===== config.mk =====
export PLATFORM = sky130hd
export DESIGN_NAME = pixel_to_ascii_art_stream_flat
export DESIGN_NICKNAME = d
export VERILOG_FILES = /design/src/design/p2a_pkg.sv /design/src/design/p2a_if.sv /design/src/design/pixel_to_ascii_art_stream.sv /design/src/design/p2a_ram.sv /design/src/design/p2a_front.sv /design/src/design/p2a_queue.sv /design/src/design/p2a_back.sv /design/src/flat_wrapper.sv
export VERILOG_INCLUDE_DIRS = /design/src /design/src/design
export SDC_FILE = /design/constraint.sdc
export NUM_CORES = 2
export LEC_CHECK = 0
export BUFFER_PORTS_ARGS = -buffer_cell sky130_fd_sc_hd__buf_2
export CAP_MARGIN = 40
export CORE_ASPECT_RATIO = 1.25
export CORE_UTILIZATION = 55
export DETAILED_ROUTE_END_ITERATION = 16
export PLACE_DENSITY_LB_ADDON = 0.15
export SLEW_MARGIN = 20
export SYNTH_ARGS = -nofsm -noshare
export SYNTH_HDL_FRONTEND = slang
export SYNTH_SLANG_ARGS = --single-unit
export TNS_END_PERCENT = 100

===== constraint.sdc =====
create_clock -name clk -period 6.83 [get_ports clk]
set_input_delay 0.683 -clock clk [delete_from_list [all_inputs] [get_ports clk]]
set_output_delay 0.683 -clock clk [all_outputs]
set_load 0.05 [all_outputs]

===== src/design/pixel_to_ascii_art_stream_defines.svh =====
// Assertion macros shared by the pixel_to_ascii_art_stream design files.
`ifndef PIXEL_TO_ASCII_ART_STREAM_DEFINES_SVH
`define PIXEL_TO_ASCII_ART_STREAM_DEFINES_SVH

// A condition that must hold at every clock edge out of reset.
`define P2A_ASSERT_ALWAYS(label, ck, rn, cond, msg) \
    label: assert property (@(posedge ck) disable iff (!rn) (cond)) else $error(msg);

// A consequence that must hold in the same cycle as its antecedent.
`define P2A_ASSERT_SAME(label, ck, rn, ante, cons, msg) \
    label: assert property (@(posedge ck) disable iff (!rn) (ante) |-> (cons)) else $error(msg);

// A consequence that must hold in the cycle after its antecedent.
`define P2A_ASSERT_NEXT(label, ck, rn, ante, cons, msg) \
    label: assert property (@(posedge ck) disable iff (!rn) (ante) |=> (cons)) else $error(msg);

`endif


===== src/design/p2a_pkg.sv =====
// Package with the constants, types and helper functions of the ASCII art stream.
`timescale 1ns / 1ps

package p2a_pkg;

    // Ramp table and row geometry.
    localparam int unsigned RAMP_DEPTH     = 128;
    localparam int unsigned RAMP_AW        = $clog2(RAMP_DEPTH);
    localparam int unsigned MAX_LINE_WIDTH = 4096;
    localparam int unsigned COL_W          = $clog2(MAX_LINE_WIDTH);
    localparam int unsigned WEFF_W         = $clog2(MAX_LINE_WIDTH + 1);

    // Field widths fixed by the interface.
    localparam int unsigned LEN_W   = 8;
    localparam int unsigned LW_W    = 13;
    localparam int unsigned CFG_DW  = 13;
    localparam int unsigned CFG_IW  = 2;

    // Depth of the job queue between front and back.
    localparam int unsigned QDEPTH  = 4;

    // Luminance arithmetic: weights over 2^16, then a divide by 255 via reciprocal.
    localparam int unsigned LUM_W    = 24;
    localparam int unsigned PROD_W   = LUM_W + RAMP_AW;
    localparam int unsigned X_W      = PROD_W - 16;
    localparam int unsigned RCP_W    = X_W + 16;
    localparam int unsigned RCP_SH   = 23;
    localparam int unsigned QIDX_W   = RAMP_AW + 1;
    localparam logic [15:0] RECIP_255 = 16'd32897;
    localparam logic [15:0] LUM_WEIGHT [3] = '{16'd13933, 16'd46871, 16'd4732};

    // Item operation codes.
    localparam logic OP_PIXEL       = 1'b0;
    localparam logic OP_TABLE_WRITE = 1'b1;

    // Configuration register indexes.
    typedef enum logic [CFG_IW-1:0] {
        CFG_RAMP_LENGTH = 2'd0,
        CFG_INVERT_RAMP = 2'd1,
        CFG_COLOR_MODE  = 2'd2,
        CFG_LINE_WIDTH  = 2'd3
    } cfg_idx_t;

    // Text bytes.
    localparam logic [7:0] CHAR_ZERO    = 8'h30;
    localparam logic [7:0] CHAR_SEMI    = 8'h3B;
    localparam logic [7:0] CHAR_M       = 8'h6D;
    localparam logic [7:0] CHAR_NEWLINE = 8'h0A;
    localparam int unsigned PREFIX_LEN  = 7;
    localparam int unsigned RESET_LEN   = 4;
    localparam logic [7:0] ESC_PREFIX [PREFIX_LEN] =
        '{8'h1B, 8'h5B, 8'h33, 8'h38, 8'h3B, 8'h32, 8'h3B};
    localparam logic [7:0] ESC_RESET [RESET_LEN] = '{8'h1B, 8'h5B, 8'h30, 8'h6D};

    // Default ramp, dark to light.
    localparam int unsigned DEFAULT_LEN = 70;
    localparam int unsigned DEF_AW      = $clog2(DEFAULT_LEN);
    localparam logic [7:0] DEFAULT_RAMP [DEFAULT_LEN] = '{
        8'h24, 8'h40, 8'h42, 8'h25, 8'h38, 8'h26, 8'h57, 8'h4D, 8'h23, 8'h2A,
        8'h6F, 8'h61, 8'h68, 8'h6B, 8'h62, 8'h64, 8'h70, 8'h71, 8'h77, 8'h6D,
        8'h5A, 8'h4F, 8'h30, 8'h51, 8'h4C, 8'h43, 8'h4A, 8'h55, 8'h59, 8'h58,
        8'h7A, 8'h63, 8'h76, 8'h75, 8'h6E, 8'h78, 8'h72, 8'h6A, 8'h66, 8'h74,
        8'h2F, 8'h5C, 8'h7C, 8'h28, 8'h29, 8'h31, 8'h7B, 8'h7D, 8'h5B, 8'h5D,
        8'h3F, 8'h2D, 8'h5F, 8'h2B, 8'h7E, 8'h3C, 8'h3E, 8'h69, 8'h21, 8'h6C,
        8'h49, 8'h3B, 8'h3A, 8'h2C, 8'h22, 8'h5E, 8'h60, 8'h27, 8'h2E, 8'h20
    };

    // Configuration seen by front and back.
    typedef struct packed {
        logic [LEN_W-1:0] ramp_length;
        logic             invert_ramp;
        logic             color_mode;
        logic [LW_W-1:0]  line_width;
    } cfg_t;

    // Decimal digits of one color component.
    typedef struct packed {
        logic [1:0] hund;
        logic [3:0] tens;
        logic [3:0] ones;
    } dec_t;

    // One classified job handed from front to back.
    typedef struct packed {
        logic               op;
        logic [RAMP_AW-1:0] addr;
        logic [7:0]         wchar;
        dec_t [2:0]         dig;
        logic               row_end;
    } job_t;

    // Reset content of a ramp entry that has not been written yet.
    function automatic logic [7:0] default_char(input logic [RAMP_AW-1:0] a);
        logic [7:0] c;
        c = 8'h00;
        if (int'(a) < DEFAULT_LEN)
        begin
            c = DEFAULT_RAMP[DEF_AW'(a)];
        end
        return c;
    endfunction

    // Position of the first printed digit: no leading zeros.
    function automatic logic [1:0] first_digit(input dec_t d);
        logic [1:0] p;
        if (d.hund != 2'd0)
        begin
            p = 2'd0;
        end
        else if (d.tens != 4'd0)
        begin
            p = 2'd1;
        end
        else
        begin
            p = 2'd2;
        end
        return p;
    endfunction

    // ASCII byte of the digit at a position.
    function automatic logic [7:0] digit_char(input dec_t d, input logic [1:0] pos);
        logic [7:0] c;
        case (pos)
            2'd0:    c = CHAR_ZERO + {6'd0, d.hund};
            2'd1:    c = CHAR_ZERO + {4'd0, d.tens};
            default: c = CHAR_ZERO + {4'd0, d.ones};
        endcase
        return c;
    endfunction

endpackage


===== src/design/p2a_if.sv =====
// Stream interfaces for the pixel input channel and the text output channel.
`timescale 1ns / 1ps

interface p2a_in_if;
    logic       valid;
    logic       ready;
    logic       op;
    logic [7:0] red;
    logic [7:0] green;
    logic [7:0] blue;
    logic [6:0] entry_index;
    logic [7:0] entry_char;

    modport source (output valid, op, red, green, blue, entry_index, entry_char,
                    input ready);
    modport sink (input valid, op, red, green, blue, entry_index, entry_char,
                  output ready);
endinterface

interface p2a_out_if;
    logic       valid;
    logic       ready;
    logic [7:0] out_byte;
    logic       last_of_run;

    modport source (output valid, out_byte, last_of_run, input ready);
    modport sink (input valid, out_byte, last_of_run, output ready);
endinterface


===== src/design/pixel_to_ascii_art_stream.sv =====
// Top level of the pixel to ASCII art text stream.
`timescale 1ns / 1ps
// Usage:
// pixels carries items: op 0 is an RGB pixel in raster order, op 1 writes one
// ramp table entry (entry_index, entry_char). text carries the output bytes;
// last_of_run marks the final byte caused by a pixel. Both are valid/ready.
// cfg_we, cfg_index and cfg_wdata write ramp_length, invert_ramp, color_mode
// and line_width; write them only while no transaction is in flight.
// Path: a pixel passes the front sequencer steps, the job queue, the back
// end's job fetch and its output register before its first byte is on text.
// Pacing: the front takes no new item until it has pushed the last one; a
// table write skips straight to the push step. The back end sends one byte
// per cycle while text is not stalled, after it fetches each job from the queue.
// A four-entry job queue lets the two sides run apart.
// Reset: the ramp table reads as the 70-character default ramp, the column
// count is zero and the registers take their defaults; no clearing pass.
// A stalled receiver holds the output byte; the queue then fills and pixels
// drops ready until bytes drain.

module pixel_to_ascii_art_stream
    import p2a_pkg::*;
(
    input  logic              clk,
    input  logic              rst_n,
    p2a_in_if.sink            pixels,
    p2a_out_if.source         text,
    input  logic              cfg_we,
    input  logic [CFG_IW-1:0] cfg_index,
    input  logic [CFG_DW-1:0] cfg_wdata
);

    cfg_t cfg_reg;
    logic q_push;
    logic q_pop;
    logic q_full;
    logic q_empty;
    job_t push_job;
    job_t pop_job;

    // Configuration registers.
    always_ff @(posedge clk or negedge rst_n)
    begin
        if (!rst_n)
        begin
            cfg_reg.ramp_length <= LEN_W'(70);
            cfg_reg.invert_ramp <= 1'b0;
            cfg_reg.color_mode  <= 1'b0;
            cfg_reg.line_width  <= LW_W'(80);
        end
        else if (cfg_we)
        begin
            case (cfg_index)
                CFG_RAMP_LENGTH: cfg_reg.ramp_length <= cfg_wdata[LEN_W-1:0];
                CFG_INVERT_RAMP: cfg_reg.invert_ramp <= cfg_wdata[0];
                CFG_COLOR_MODE:  cfg_reg.color_mode  <= cfg_wdata[0];
                CFG_LINE_WIDTH:  cfg_reg.line_width  <= cfg_wdata[LW_W-1:0];
                default:         cfg_reg <= cfg_reg;
            endcase
        end
    end

    p2a_front u_front (
        .clk    (clk),
        .rst_n  (rst_n),
        .pixels (pixels),
        .cfg    (cfg_reg),
        .q_full (q_full),
        .q_push (q_push),
        .q_job  (push_job)
    );

    p2a_queue u_queue (
        .clk      (clk),
        .rst_n    (rst_n),
        .push     (q_push),
        .push_job (push_job),
        .full     (q_full),
        .pop      (q_pop),
        .pop_job  (pop_job),
        .empty    (q_empty)
    );

    p2a_back u_back (
        .clk     (clk),
        .rst_n   (rst_n),
        .cfg     (cfg_reg),
        .q_empty (q_empty),
        .q_job   (pop_job),
        .q_pop   (q_pop),
        .text    (text)
    );

endmodule


===== src/design/p2a_ram.sv =====
// Generic single-port-write, single-port-read RAM with registered read data.
`timescale 1ns / 1ps

module p2a_ram #(
    parameter int unsigned WIDTH = 8,
    parameter int unsigned DEPTH = 128
)
(
    input  logic                     clk,
    input  logic                     we,
    input  logic [$clog2(DEPTH)-1:0] waddr,
    input  logic [WIDTH-1:0]         wdata,
    input  logic                     re,
    input  logic [$clog2(DEPTH)-1:0] raddr,
    output logic [WIDTH-1:0]         rdata
);

    logic [WIDTH-1:0] mem_reg [DEPTH];
    logic [WIDTH-1:0] rdata_reg;

    // Write port.
    always_ff @(posedge clk)
    begin
        if (we)
        begin
            mem_reg[waddr] <= wdata;
        end
    end

    // Read port; data holds until the next read.
    always_ff @(posedge clk)
    begin
        if (re)
        begin
            rdata_reg <= mem_reg[raddr];
        end
    end

    assign rdata = rdata_reg;

endmodule


===== src/design/p2a_front.sv =====
// Front end: accepts items, computes the ramp index and decimal digits, tracks columns.
`timescale 1ns / 1ps

module p2a_front
    import p2a_pkg::*;
(
    input  logic   clk,
    input  logic   rst_n,
    p2a_in_if.sink pixels,
    input  cfg_t   cfg,
    input  logic   q_full,
    output logic   q_push,
    output job_t   q_job
);

    // Sequencer steps.
    typedef enum logic [6:0] {
        STEP_MUL   = 7'b0000001,
        STEP_SUM   = 7'b0000010,
        STEP_SCALE = 7'b0000100,
        STEP_RECIP = 7'b0001000,
        STEP_FIX   = 7'b0010000,
        STEP_IDX   = 7'b0100000,
        STEP_PUSH  = 7'b1000000
    } fstep_t;

    logic                busy_reg;
    fstep_t              step_reg;
    fstep_t              step_next;
    logic [COL_W-1:0]    col_reg;

    logic                op_reg;
    logic                keep_reg;
    logic [RAMP_AW-1:0]  addr_reg;
    logic [7:0]          char_reg;
    logic [7:0]          rgb_reg   [3];
    logic [LUM_W-1:0]    prod_reg  [3];
    logic [1:0]          hund_reg  [3];
    logic [6:0]          rem_reg   [3];
    logic [3:0]          tens_reg  [3];
    logic [3:0]          ones_reg  [3];
    logic [LUM_W-1:0]    lum_reg;
    logic [PROD_W-1:0]   scaled_reg;
    logic [QIDX_W-1:0]   q0_reg;
    logic [QIDX_W-1:0]   q_reg;
    logic [RAMP_AW-1:0]  idx_reg;

    logic                accept;
    logic [RAMP_AW-1:0]  lenm1;
    logic [WEFF_W-1:0]   weff;
    logic                row_end;
    logic [X_W-1:0]      x_val;
    logic [RCP_W-1:0]    rcp_prod;
    logic [X_W-1:0]      rem255;
    logic [QIDX_W-1:0]   q_clamped;
    logic [13:0]         hund_prod [3];
    logic [7:0]          rem_full  [3];
    logic [14:0]         tens_prod [3];
    logic [6:0]          ones_full [3];

    assign accept       = pixels.valid && !busy_reg;
    assign pixels.ready = !busy_reg;

    // Effective ramp length minus one and effective row width.
    always_comb
    begin
        if (cfg.ramp_length == '0)
        begin
            lenm1 = '0;
        end
        else if (int'(cfg.ramp_length) > RAMP_DEPTH)
        begin
            lenm1 = RAMP_AW'(RAMP_DEPTH - 1);
        end
        else
        begin
            lenm1 = RAMP_AW'(cfg.ramp_length - LEN_W'(1));
        end

        if (cfg.line_width == '0)
        begin
            weff = WEFF_W'(1);
        end
        else if (int'(cfg.line_width) > MAX_LINE_WIDTH)
        begin
            weff = WEFF_W'(MAX_LINE_WIDTH);
        end
        else
        begin
            weff = WEFF_W'(cfg.line_width);
        end
    end

    // Reciprocal divide by 255 with a one-step correction, and the final clamp.
    always_comb
    begin
        x_val     = scaled_reg[PROD_W-1:16];
        rcp_prod  = RCP_W'(x_val) * RCP_W'(RECIP_255);
        rem255    = x_val - X_W'(q0_reg) * X_W'(255);
        q_clamped = (q_reg > QIDX_W'(lenm1)) ? QIDX_W'(lenm1) : q_reg;
    end

    // Per-component digit arithmetic.
    always_comb
    begin
        for (int c = 0; c < 3; c++)
        begin
            hund_prod[c] = 14'(rgb_reg[c]) * 14'd41;
            rem_full[c]  = rgb_reg[c] - 8'(hund_reg[c]) * 8'd100;
            tens_prod[c] = 15'(rem_reg[c]) * 15'd205;
            ones_full[c] = rem_reg[c] - 7'(tens_reg[c]) * 7'd10;
        end
    end

    // Datapath registers, one step per cycle; the push step holds while the queue is full.
    always_ff @(posedge clk)
    begin
        if (accept)
        begin
            op_reg     <= pixels.op;
            keep_reg   <= (int'(pixels.entry_index) < RAMP_DEPTH);
            addr_reg   <= RAMP_AW'(pixels.entry_index);
            char_reg   <= pixels.entry_char;
            rgb_reg[0] <= pixels.red;
            rgb_reg[1] <= pixels.green;
            rgb_reg[2] <= pixels.blue;
        end
        if (busy_reg && step_reg == STEP_MUL)
        begin
            for (int c = 0; c < 3; c++)
            begin
                prod_reg[c] <= LUM_W'(rgb_reg[c]) * LUM_W'(LUM_WEIGHT[c]);
                hund_reg[c] <= hund_prod[c][13:12];
            end
        end
        if (busy_reg && step_reg == STEP_SUM)
        begin
            lum_reg <= prod_reg[0] + prod_reg[1] + prod_reg[2];
            for (int c = 0; c < 3; c++)
            begin
                rem_reg[c] <= rem_full[c][6:0];
            end
        end
        if (busy_reg && step_reg == STEP_SCALE)
        begin
            scaled_reg <= PROD_W'(lum_reg) * PROD_W'(lenm1);
            for (int c = 0; c < 3; c++)
            begin
                tens_reg[c] <= tens_prod[c][14:11];
            end
        end
        if (busy_reg && step_reg == STEP_RECIP)
        begin
            q0_reg <= rcp_prod[RCP_SH+QIDX_W-1:RCP_SH];
            for (int c = 0; c < 3; c++)
            begin
                ones_reg[c] <= ones_full[c][3:0];
            end
        end
        if (busy_reg && step_reg == STEP_FIX)
        begin
            q_reg <= (rem255 >= X_W'(255)) ? q0_reg + QIDX_W'(1) : q0_reg;
        end
        if (busy_reg && step_reg == STEP_IDX)
        begin
            idx_reg <= cfg.invert_ramp ? lenm1 - q_clamped[RAMP_AW-1:0]
                                       : q_clamped[RAMP_AW-1:0];
        end
    end

    // Row end is decided as the pixel leaves for the back end.
    assign row_end = (32'(col_reg) + 32'd1) >= 32'(weff);

    always_comb
    begin
        q_push        = busy_reg && (step_reg == STEP_PUSH) && !q_full &&
                        (op_reg == OP_PIXEL || keep_reg);
        q_job.op      = op_reg;
        q_job.addr    = (op_reg == OP_TABLE_WRITE) ? addr_reg : idx_reg;
        q_job.wchar   = char_reg;
        q_job.row_end = row_end;
        for (int c = 0; c < 3; c++)
        begin
            q_job.dig[c].hund = hund_reg[c];
            q_job.dig[c].tens = tens_reg[c];
            q_job.dig[c].ones = ones_reg[c];
        end
    end

    // Step order of the sequencer; the push step holds until the queue has room.
    always_comb
    begin
        case (step_reg)
            STEP_MUL:   step_next = STEP_SUM;
            STEP_SUM:   step_next = STEP_SCALE;
            STEP_SCALE: step_next = STEP_RECIP;
            STEP_RECIP: step_next = STEP_FIX;
            STEP_FIX:   step_next = STEP_IDX;
            STEP_IDX:   step_next = STEP_PUSH;
            default:    step_next = STEP_PUSH;
        endcase
    end

    // Sequencer and column counter.
    always_ff @(posedge clk or negedge rst_n)
    begin
        if (!rst_n)
        begin
            busy_reg <= 1'b0;
            step_reg <= STEP_MUL;
            col_reg  <= '0;
        end
        else
        begin
            if (accept)
            begin
                busy_reg <= 1'b1;
                step_reg <= (pixels.op == OP_TABLE_WRITE) ? STEP_PUSH : STEP_MUL;
            end
            else if (busy_reg)
            begin
                if (step_reg != STEP_PUSH)
                begin
                    step_reg <= step_next;
                end
                else if (!q_full)
                begin
                    busy_reg <= 1'b0;
                    if (op_reg == OP_PIXEL)
                    begin
                        col_reg <= row_end ? '0 : col_reg + COL_W'(1);
                    end
                end
            end
        end
    end

endmodule


===== src/design/p2a_queue.sv =====
// Short job queue between the front end and the back end.
`timescale 1ns / 1ps
`include "pixel_to_ascii_art_stream_defines.svh"

module p2a_queue
    import p2a_pkg::*;
(
    input  logic clk,
    input  logic rst_n,
    input  logic push,
    input  job_t push_job,
    output logic full,
    input  logic pop,
    output job_t pop_job,
    output logic empty
);

    localparam int unsigned QAW = $clog2(QDEPTH);
    localparam int unsigned QCW = $clog2(QDEPTH + 1);

    job_t           entry_reg [QDEPTH];
    logic [QAW-1:0] wr_ptr_reg;
    logic [QAW-1:0] rd_ptr_reg;
    logic [QCW-1:0] count_reg;

    assign full    = (count_reg == QCW'(QDEPTH));
    assign empty   = (count_reg == '0);
    assign pop_job = entry_reg[rd_ptr_reg];

    // Storage.
    always_ff @(posedge clk)
    begin
        if (push)
        begin
            entry_reg[wr_ptr_reg] <= push_job;
        end
    end

    // Pointers and fill count.
    always_ff @(posedge clk or negedge rst_n)
    begin
        if (!rst_n)
        begin
            wr_ptr_reg <= '0;
            rd_ptr_reg <= '0;
            count_reg  <= '0;
        end
        else
        begin
            if (push)
            begin
                wr_ptr_reg <= (wr_ptr_reg == QAW'(QDEPTH - 1)) ? '0 : wr_ptr_reg + QAW'(1);
            end
            if (pop)
            begin
                rd_ptr_reg <= (rd_ptr_reg == QAW'(QDEPTH - 1)) ? '0 : rd_ptr_reg + QAW'(1);
            end
            if (push && !pop)
            begin
                count_reg <= count_reg + QCW'(1);
            end
            else if (pop && !push)
            begin
                count_reg <= count_reg - QCW'(1);
            end
        end
    end

    `P2A_ASSERT_SAME(a_no_push_when_full, clk, rst_n, push, !full || pop, "push into a full queue")
    `P2A_ASSERT_SAME(a_no_pop_when_empty, clk, rst_n, pop, !empty, "pop from an empty queue")

endmodule


===== src/design/p2a_back.sv =====
// Back end: owns the ramp table and serializes the text bytes of each job.
`timescale 1ns / 1ps
`include "pixel_to_ascii_art_stream_defines.svh"

module p2a_back
    import p2a_pkg::*;
(
    input  logic       clk,
    input  logic       rst_n,
    input  cfg_t       cfg,
    input  logic       q_empty,
    input  job_t       q_job,
    output logic       q_pop,
    p2a_out_if.source  text
);

    typedef enum logic [6:0] {
        B_IDLE    = 7'b0000001,
        B_PREFIX  = 7'b0000010,
        B_DIGIT   = 7'b0000100,
        B_SEP     = 7'b0001000,
        B_CHAR    = 7'b0010000,
        B_RESET   = 7'b0100000,
        B_NEWLINE = 7'b1000000
    } bst_t;

    bst_t                  state_reg;
    bst_t                  state_next;
    logic [2:0]            sub_reg;
    logic [2:0]            sub_next;
    logic [1:0]            chan_reg;
    logic [1:0]            chan_next;
    job_t                  job_reg;
    logic                  hit_reg;
    logic [RAMP_DEPTH-1:0] written_reg;

    logic                  out_valid_reg;
    logic [7:0]            out_byte_reg;
    logic                  out_last_reg;

    logic                  adv;
    logic                  emit;
    logic [7:0]            emit_byte;
    logic                  emit_last;
    logic                  ram_we;
    logic                  ram_re;
    logic [7:0]            ram_rdata;
    logic [7:0]            ramp_char;

    // Ramp table storage.
    p2a_ram #(
        .WIDTH (8),
        .DEPTH (RAMP_DEPTH)
    ) u_ramp (
        .clk   (clk),
        .we    (ram_we),
        .waddr (q_job.addr),
        .wdata (q_job.wchar),
        .re    (ram_re),
        .raddr (q_job.addr),
        .rdata (ram_rdata)
    );

    // Entries never written read as the default ramp.
    assign ramp_char = hit_reg ? ram_rdata : default_char(job_reg.addr);

    // The output register takes a new byte when empty or being drained.
    assign adv = !out_valid_reg || text.ready;

    // Byte sequencer.
    always_comb
    begin
        state_next = state_reg;
        sub_next   = sub_reg;
        chan_next  = chan_reg;
        q_pop      = 1'b0;
        ram_we     = 1'b0;
        ram_re     = 1'b0;
        emit       = 1'b0;
        emit_byte  = 8'h00;
        emit_last  = 1'b0;
        case (state_reg)
            B_IDLE:
            begin
                if (!q_empty)
                begin
                    q_pop = 1'b1;
                    if (q_job.op == OP_TABLE_WRITE)
                    begin
                        ram_we = 1'b1;
                    end
                    else
                    begin
                        ram_re     = 1'b1;
                        sub_next   = 3'd0;
                        chan_next  = 2'd0;
                        state_next = cfg.color_mode ? B_PREFIX : B_CHAR;
                    end
                end
            end
            B_PREFIX:
            begin
                emit      = 1'b1;
                emit_byte = ESC_PREFIX[sub_reg];
                if (adv)
                begin
                    if (sub_reg == 3'(PREFIX_LEN - 1))
                    begin
                        state_next = B_DIGIT;
                        chan_next  = 2'd0;
                        sub_next   = {1'b0, first_digit(job_reg.dig[0])};
                    end
                    else
                    begin
                        sub_next = sub_reg + 3'd1;
                    end
                end
            end
            B_DIGIT:
            begin
                emit      = 1'b1;
                emit_byte = digit_char(job_reg.dig[chan_reg], sub_reg[1:0]);
                if (adv)
                begin
                    if (sub_reg == 3'd2)
                    begin
                        state_next = B_SEP;
                    end
                    else
                    begin
                        sub_next = sub_reg + 3'd1;
                    end
                end
            end
            B_SEP:
            begin
                emit      = 1'b1;
                emit_byte = (chan_reg == 2'd2) ? CHAR_M : CHAR_SEMI;
                if (adv)
                begin
                    if (chan_reg == 2'd2)
                    begin
                        state_next = B_CHAR;
                    end
                    else
                    begin
                        state_next = B_DIGIT;
                        chan_next  = chan_reg + 2'd1;
                        sub_next   = {1'b0, first_digit(job_reg.dig[chan_reg + 2'd1])};
                    end
                end
            end
            B_CHAR:
            begin
                emit      = 1'b1;
                emit_byte = ramp_char;
                emit_last = !job_reg.row_end;
                if (adv)
                begin
                    sub_next = 3'd0;
                    if (!job_reg.row_end)
                    begin
                        state_next = B_IDLE;
                    end
                    else if (cfg.color_mode)
                    begin
                        state_next = B_RESET;
                    end
                    else
                    begin
                        state_next = B_NEWLINE;
                    end
                end
            end
            B_RESET:
            begin
                emit      = 1'b1;
                emit_byte = ESC_RESET[sub_reg[1:0]];
                if (adv)
                begin
                    if (sub_reg == 3'(RESET_LEN - 1))
                    begin
                        state_next = B_NEWLINE;
                    end
                    else
                    begin
                        sub_next = sub_reg + 3'd1;
                    end
                end
            end
            B_NEWLINE:
            begin
                emit      = 1'b1;
                emit_byte = CHAR_NEWLINE;
                emit_last = 1'b1;
                if (adv)
                begin
                    state_next = B_IDLE;
                end
            end
            default:
            begin
                state_next = B_IDLE;
            end
        endcase
    end

    // Job capture and output payload.
    always_ff @(posedge clk)
    begin
        if (q_pop)
        begin
            job_reg <= q_job;
            hit_reg <= written_reg[q_job.addr];
        end
        if (adv && emit)
        begin
            out_byte_reg <= emit_byte;
            out_last_reg <= emit_last;
        end
    end

    // Control state, written-entry flags and output valid.
    always_ff @(posedge clk or negedge rst_n)
    begin
        if (!rst_n)
        begin
            state_reg     <= B_IDLE;
            sub_reg       <= '0;
            chan_reg      <= '0;
            written_reg   <= '0;
            out_valid_reg <= 1'b0;
        end
        else
        begin
            state_reg <= state_next;
            sub_reg   <= sub_next;
            chan_reg  <= chan_next;
            if (ram_we)
            begin
                written_reg[q_job.addr] <= 1'b1;
            end
            if (adv)
            begin
                out_valid_reg <= emit;
            end
        end
    end

    assign text.valid       = out_valid_reg;
    assign text.out_byte    = out_byte_reg;
    assign text.last_of_run = out_last_reg;

    `P2A_ASSERT_NEXT(a_char_ends_run, clk, rst_n, state_reg == B_CHAR && adv && !job_reg.row_end, state_reg == B_IDLE && text.valid && text.last_of_run, "character without row end must close the run")
    `P2A_ASSERT_SAME(a_chan_in_range, clk, rst_n, state_reg == B_DIGIT || state_reg == B_SEP, chan_reg != 2'd3, "color channel out of range")

endmodule

===== src/flat_wrapper.sv =====
// flat-port wrapper written by rule: the top's interface ports become plain ports
module pixel_to_ascii_art_stream_flat import p2a_pkg::*;
  (clk, rst_n, cfg_we, cfg_index, cfg_wdata, pixels_valid, pixels_op, pixels_red, pixels_green, pixels_blue, pixels_entry_index, pixels_entry_char, pixels_ready, text_valid, text_out_byte, text_last_of_run, text_ready);
  p2a_in_if pixels_i ();
  p2a_out_if text_i ();
  input  logic clk;
  input  logic rst_n;
  input  logic cfg_we;
  input  logic [CFG_IW-1:0] cfg_index;
  input  logic [CFG_DW-1:0] cfg_wdata;
  input wire logic [$bits(pixels_i.valid)-1:0] pixels_valid;
  input wire logic [$bits(pixels_i.op)-1:0] pixels_op;
  input wire logic [$bits(pixels_i.red)-1:0] pixels_red;
  input wire logic [$bits(pixels_i.green)-1:0] pixels_green;
  input wire logic [$bits(pixels_i.blue)-1:0] pixels_blue;
  input wire logic [$bits(pixels_i.entry_index)-1:0] pixels_entry_index;
  input wire logic [$bits(pixels_i.entry_char)-1:0] pixels_entry_char;
  output wire logic [$bits(pixels_i.ready)-1:0] pixels_ready;
  output wire logic [$bits(text_i.valid)-1:0] text_valid;
  output wire logic [$bits(text_i.out_byte)-1:0] text_out_byte;
  output wire logic [$bits(text_i.last_of_run)-1:0] text_last_of_run;
  input wire logic [$bits(text_i.ready)-1:0] text_ready;
  assign pixels_i.valid = pixels_valid;
  assign pixels_i.op = pixels_op;
  assign pixels_i.red = pixels_red;
  assign pixels_i.green = pixels_green;
  assign pixels_i.blue = pixels_blue;
  assign pixels_i.entry_index = pixels_entry_index;
  assign pixels_i.entry_char = pixels_entry_char;
  assign pixels_ready = pixels_i.ready;
  assign text_valid = text_i.valid;
  assign text_out_byte = text_i.out_byte;
  assign text_last_of_run = text_i.last_of_run;
  assign text_i.ready = text_ready;
  pixel_to_ascii_art_stream u_core (.clk(clk), .rst_n(rst_n), .pixels(pixels_i), .text(text_i), .cfg_we(cfg_we), .cfg_index(cfg_index), .cfg_wdata(cfg_wdata));
endmodule

# [Yosys cells after proc, flatten, opt, wreduce, memory -nomap -nowiden]
# Memories as Yosys holds them, arrays and structs flattened. A register that Yosys moved wholly into a read port is not among the register bits.
# Index checks and enable logic that the tools add are counted.
[word_totals] mem_bits_ro=1088 wordCells=298 ff_bits=333 mem_bits_rw=1359 memories=10 input_bits=60 out_inout_bits=11
[memory_table] memory="(no name shown)" depth=128 width=8 rd=1 rd_clocked_by_memory_dff=0 wr=0 line="p2a_pkg.sv:98" text="c = DEFAULT_RAMP[DEF_AW'(a)];"
[memory_table] memory="u_core.u_back.u_ramp.mem_reg" depth=128 width=8 rd=1 rd_clocked_by_memory_dff=1 wr=1 line="p2a_ram.sv:18" text="logic [WIDTH-1:0] mem_reg [DEPTH];"
[memory_table] memory="u_core.u_queue.entry_reg" depth=4 width=47 rd=1 rd_clocked_by_memory_dff=0 wr=1 line="p2a_queue.sv:21" text="job_t entry_reg [QDEPTH];"
[memory_table] memory="u_core.u_front.prod_reg" depth=3 width=24 rd=3 rd_clocked_by_memory_dff=0 wr=3 line="p2a_front.sv:37" text="logic [LUM_W-1:0] prod_reg [3];"
[memory_table] memory="(no name shown)" depth=8 width=8 rd=1 rd_clocked_by_memory_dff=0 wr=0 line="p2a_back.sv:104" text="emit_byte = ESC_PREFIX[sub_reg];"
[memory_table] memory="u_core.u_front.rgb_reg" depth=3 width=8 rd=3 rd_clocked_by_memory_dff=0 wr=3 line="p2a_front.sv:36" text="logic [7:0] rgb_reg [3];"
[memory_table] memory="4 more memories"
[classes] reduce_logical=44 add_sub_neg=23 n_eq_ne=40 n_lt_le_gt_ge=13 mul=18 mux=105 n_bitwise=8
[op_table] cell="7-bit 2-to-1 mux" n=23
[op_table] cell="128-bit OR" n=1
[op_table] cell="8-bit 2-to-1 mux" n=9
[op_table] cell="7-bit one-hot mux with 7 select lines" n=1
[op_table] cell="24-bit adder" n=2
[op_table] cell="8-bit one-hot mux with 6 select lines" n=1
[op_table] cell="7-bit by 8-bit multiplier with 15-bit output (second input constant)" n=3
[op_table] cell="8-bit by 6-bit multiplier with 14-bit output (second input constant)" n=3
[op_table] cell="10-bit binary-select mux with 2-bit select" n=2
[op_table] cell="3-bit 2-to-1 mux" n=13
[op_table] cell="7-bit one-hot mux with 5 select lines" n=1
[op_table] cell="15-bit by 16-bit multiplier with 31-bit output (second input constant)" n=1
[op_table] cell="24-bit by 7-bit multiplier with 31-bit output" n=1
[op_table] cell="1-bit 2-to-1 mux" n=29
[op_table] cell="2-bit inequality test (second input constant)" n=14
[op_table] cell="7-bit subtractor" n=4
[op_table] cell="13-bit 2-to-1 mux" n=2
[op_table] cell="8-bit by 16-bit multiplier with 24-bit output (second input constant)" n=1
[op_table] cell="2-bit 2-to-1 mux" n=12
[op_table] cell="8-bit by 14-bit multiplier with 22-bit output (second input constant)" n=1
[op_table] cell="11-bit AND reduction" n=2
[op_table] cell="10-bit 2-to-1 mux" n=2
[op_table] cell="8-bit by 11-bit multiplier with 19-bit output (second input constant)" n=1
[op_table] cell="3-bit one-hot mux with 6 select lines" n=1
[op_table] cell="other kinds (65)" n=121

# [Depth between registers and ports, before layout]
[depth] depth_word=9 ltp_mapped=27 ltp_nobuf=26

# [Hierarchy]
# Synthesis repeated with hierarchy kept, for this count alone.
[hier_totals] cells_unflattened=5542 hier_area_um2=86161.4
[modules_own_cells] module="p2a_ram" seq_area_each_um2=30989.7 area_per_inst_um2=39745.6 instances=1 cells_per_inst=1635
[modules_own_cells] module="p2a_front" seq_area_each_um2=7048.0 area_per_inst_um2=28576.2 instances=1 cells_per_inst=2689
[modules_own_cells] module="p2a_back" seq_area_each_um2=4971.0 area_per_inst_um2=9721.8 instances=1 cells_per_inst=884
[modules_own_cells] module="p2a_queue" seq_area_each_um2=5820.6 area_per_inst_um2=7219.4 instances=1 cells_per_inst=283
[modules_own_cells] module="pixel_to_ascii_art_stream" seq_area_each_um2=581.8 area_per_inst_um2=898.4 instances=1 cells_per_inst=51

# [Worst setup path after synthesis]
# OpenSTA, ideal clock, no wires.
[synth_path] path_type="register to register" from="register u_core.u_front.busy_reg" to="memory u_core.u_front.hund_reg[0][0], enable pin" setup_time_ns=0.605 path_stages_with_launch=5 synth_period_minus_slack_ns=6.807 path_slack_ns=0.023 required_ns=6.225 n_path_buf=0 arrival_time_ns=6.202 cell_sequence="dfrtp_1 inv_1 nor2_1 nand2_1 nor3b_1"
[synth_rtl] item="start: declaration" line="p2a_front.sv:27" text="logic busy_reg;"
[synth_rtl] item="start signal: assignment" line="p2a_front.sv:209" text="busy_reg <= 1'b0;"
[synth_rtl] item="start signal: assignment" line="p2a_front.sv:217" text="busy_reg <= 1'b1;"
[synth_rtl] item="start signal: assignment" line="p2a_front.sv:228" text="busy_reg <= 1'b0;"
[synth_rtl] item="end: declaration" line="p2a_front.sv:38" text="logic [1:0] hund_reg [3];"

# [Final worst setup path]
[layout_path] from="register u_core.cfg_reg[18] in the netlist's numbering" to="register u_core.u_front.scaled_reg[27], data pin"
[layout_between] elab_chain_len=4 elab_cells_between_ends=6 cone_classes="add/sub: 1; mul: 1; order compare: 1; mux: 2; reduce/logical: 1"
[layout_rtl] item="start: declaration" line="pixel_to_ascii_art_stream.sv:32" text="cfg_t cfg_reg;"
[layout_rtl] item="start signal: assignment" line="pixel_to_ascii_art_stream.sv:57" text="default: cfg_reg <= cfg_reg;"
[layout_rtl] item="7-bit by 1-bit subtractor with 7-bit output / 8-bit > comparator (equally long branches)" line="p2a_front.sv:77, p2a_front.sv:71"
[layout_rtl] item="7-bit 2-to-1 mux" line="p2a_front.sv:71" text="else if (int'(cfg.ramp_length) > RAMP_DEPTH)"
[layout_rtl] item="7-bit 2-to-1 mux (*)" line="p2a_front.sv:67" text="if (cfg.ramp_length == '0)"
[layout_rtl] item="24-bit by 7-bit multiplier with 31-bit output (*)" line="p2a_front.sv:146" text="scaled_reg <= PROD_W'(lum_reg) * PROD_W'(lenm1);"
[layout_rtl] item="end signal: assignment" line="p2a_front.sv:146"
[layout_rtl] item="end: declaration" line="p2a_front.sv:43" text="logic [PROD_W-1:0] scaled_reg;"
# Every way passes the cells marked *; elsewhere a longest branch is shown, timed or not.
# A chain may end at the register's enable or synchronous reset.

==> run_results.csv <==
group,metric,value,unit
worst_hold_path,hold_path_class,"in -> reg",
critical_path,critPathTopFamily,"adder cells",
yosys,ys_top_cells_by_area,"edfxtp_1, ha_1, fa_1",
yosys,yosysTopAreaCell,"edfxtp_1",
timing,period_needed,6650,ps
critical_path,required,7380,ps
timing,tightestPinTransition,928,ps
routing,wl_per_cell,25.3,µm
yosys,ys_seq_area_share,59.8,%
die,io_pins,71,
global_route,grt_pass1_vias,51046,
clock_network,clockRootBuffer,"clkbuf_16",
die,start_util,55.6,%
placed_design,place_area,86900,µm²
critical_path,slowest_stage,"fa_1",
clock_network,cts_tree,"done",
power,power.density,492,nW/µm²
die,die_w,349,µm
routing,drt-initial-drc-count,5076,
clock_network,cts.path.max_buffers,3,
die,die_y,435,µm
timing,final_hold_viol_count,0,
cells_and_area,final_cell_mix,"edfxtp_1, ha_1, inv_1",
cells_and_area,final_common_cell,"edfxtp_1",
yosys,synth_cells,5843,
critical_path,path_max_fanout,19,
cells_and_area,drive_above_1_share,13.8,%
run,drv_cap,0,
clock_network,clock_latency,820,ps
critical_path,r2r.worst_path.cells,22,
placed_design,io_buffer_count,70,
yosys,yosysTopAreaCellShare,54.0,%
critical_path,r2r_start,"u_core.cfg_reg[18]",
yosys,ys.flop_type,"edfxtp_1",
timing,maxSlewHeadroom,37.8,%
critical_path,end_kind,"flip-flop",
timing,slew_viol_final,0,
global_route,antenna_found_initial,11,
routing,drc,0,
worst_hold_path,hold_path_end,"u_core.u_front.char_reg[2]",
yosys,synth-edff-count,1486,
cells_and_area,nets,7054,
timing,fin_skew,30.0,ps
critical_path,cp-start-kind,"flip-flop",
yosys,yosysWarnings,0,
global_route,grt_max_degree,77,
timing,whs,61.5,ps
critical_path,path_class,"reg -> reg",
yosys,yosys_register_bits,1677,
cells_and_area,design_area,92400,µm²
die,die-area,152000,µm²
worst_hold_path,whs_path_depth,1,
die,num_rows,158,
critical_path,crit_arrival,7200,ps
yosys,async_flop_share,11.4,%
power,max-vdd-ir-drop,0.000570,V
routing,postRouteAntennaNets,0,
global_route,track_usage,27.8,%
routing,dr.pass1.iters,6,
yosys,syn-cell-area,82700,µm²
critical_path,max_stage_delay,550,ps
critical_path,r2r-end,"u_core.u_front.scaled_reg[27]",
clock_network,cts_buffers,163,
cells_and_area,area_growth,11.8,%
yosys,synth_cell_types,87,
clock_network,cts.htree.levels,4,
cells_and_area,largest_register_ffs,1024,
timing,timing.final.crit_share,97.3,%
timing,setup_violations,0,
routing,drt-total-wl,209,mm
clock_network,cts.sinks,1677,
routing,vias,51051,
timing,fmax,150,MHz
power,power.leakage,35.7,nW
critical_path,crit_chain,"or4_1 > or2_2 > maj3_2 > buf_4 > and2_1 > fa_1 > fa_1 > fa_1 > inv_1 > fa_1 > inv_1 > ha_1 > a21o_1 > a21o_1 > a21oi_2 > o22a_1 > o31ai_4 > o41ai_2 > buf_4 > o311ai_2 > a21oi_1 > xnor2_1",
clock_network,clk_pin_slew,60,ps
global_route,grt_pass1_wl,316,mm
placed_design,gp_congestion,0.892,
critical_path,crit_buf_inv,4,
placed_design,post-dp-hpwl,142,mm
critical_path,cp_common_cell,"fa_1",
global_route,grt_overflow,0,
worst_hold_path,hp-start,"pixels_entry_char[2]",
routing,vias_per_cell,6.17,
die,coreArea,149000,µm²
yosys,syn-mean-instance-area,14.1,µm²
run_status,outcome,"completed",
critical_path,r2r_slack,180,ps
yosys,syn_nets,6755,
==> worst max-delay path by stage <==
stage | end | cells past startpoint | slack, ps | startpoint
3_5_place_dp | u_core.u_front.scaled_reg[27] | 20 | -20 | u_core.cfg_reg[18]
3_3_place_gp | u_core.u_front.scaled_reg[27] | 20 | 130 | u_core.cfg_reg[17]
2_1_floorplan | u_core.u_front.hund_reg[0][0] | 4 | 20 | u_core.u_front.busy_reg
6_report | u_core.u_front.scaled_reg[27] | 22 | 180 | u_core.cfg_reg[18]
5_1_grt | u_core.u_front.scaled_reg[27] | 21 | -30 | u_core.cfg_reg[20]
4_1_cts | u_core.u_front.scaled_reg[27] | 20 | 120 | u_core.cfg_reg[18]
==> per-layer routing <==
layer	global-route usage, %	vias to the layer above	share of wire, %
li1	-	22566	-
met1	38.6	26016	41
met2	44.6	2108	48
met3	4.62	359	8.0
met4	9.34	2	3.4
met5	0	-	0.0062
==> cell families (layout without fill, tap and decap cells) <==
| family | Yosys count | after routing | synth area share, % |
|---|---|---|---|
| AO/OA/AOI/OAI | 1222 | 1222 | 10.6 |
| adder cells (fa/ha/maj) | 855 | 855 | 15.6 |
| multiplexers | 118 | 118 | 2.18 |
| other | 0 | 3 | 0 |
| XOR/XNOR | 165 | 165 | 1.75 |
| buffers and inverters | 709 | 1140 | 3.40 |
| flip-flops | 1677 | 1677 | 59.8 |
| AND/OR/NAND/NOR | 1097 | 1097 | 6.71 |
==> what timing repair did <==
| action | CTS | global route |
|---|---|---|
| resized for setup | 1 | 9 |
| setup endpoints to repair | 1 | 6 |
| pin swaps | 0 | 8 |
| setup buffers | 0 | 4 |
| hold endpoints to repair | 81 | 0 |
| hold buffers | 18 | 0 |
| cloned | 0 | 0 |
==> cell type report <==
type                       instances  area [µm²]
fill                           11204       56200
multi-input combinational       3457       30600
antenna                            3        7.51
clock inverter                    69         606
sequential                      1677       49400
tap                             2000        2500
timing repair buffer             359        2860
inverter                         484        1820
clock buffer                     228        4600
==> through the flow <==
stage / utilization (%) / power, W / setup WS, ps / setup TNS [ps] / cells
after global routing: 62.2 / 0.0483 / -30.6 / -36.6 / 8274
after global placement: 58.1 / 0.0359 / 133 / 0 / 7897
final: 62.2 / 0.0455 / 182 / 0 / 8277
after floorplan: - / 0.0294 / 23.5 / 0 / 5843
after detailed placement: 58.4 / 0.0364 / -15.1 / -15.1 / 7943
after CTS: 62.1 / 0.0453 / 120 / 0 / 8258
==> synth_stat cells, types with 18 or more instances <==
master    count
a211oi_1     22
a21o_1       56
a21oi_1     161
a221oi_1    114
a22o_1      114
a22oi_1     337
a31oi_1     111
and2_1      132
and3_1       19
buf_1        30
buf_2        81
clkbuf_1    106
dfrtp_1     184
edfxtp_1   1486
fa_1        290
ha_1        562
inv_1       479
mux2_2       49
mux2i_1      24
mux4_2       45
nand2_1     237
nand3_1      49
nand4_1      62
nor2_1      280
nor2b_1      26
nor3_1       54
nor4_1       20
o211ai_1     18
o21a_1       25
o21ai_0     118
o21bai_1     19
or2_2       140
xnor2_1     115
xor2_1       50
==> power by group <==
| part | internal, W | switching [W] |
|---|---|---|
| clock network | 0.00495 | 0.00385 |
| logic | 0.00813 | 0.0137 |
| registers | 0.0142 | 0.000589 |
Power figures use the tool's default switching activity.
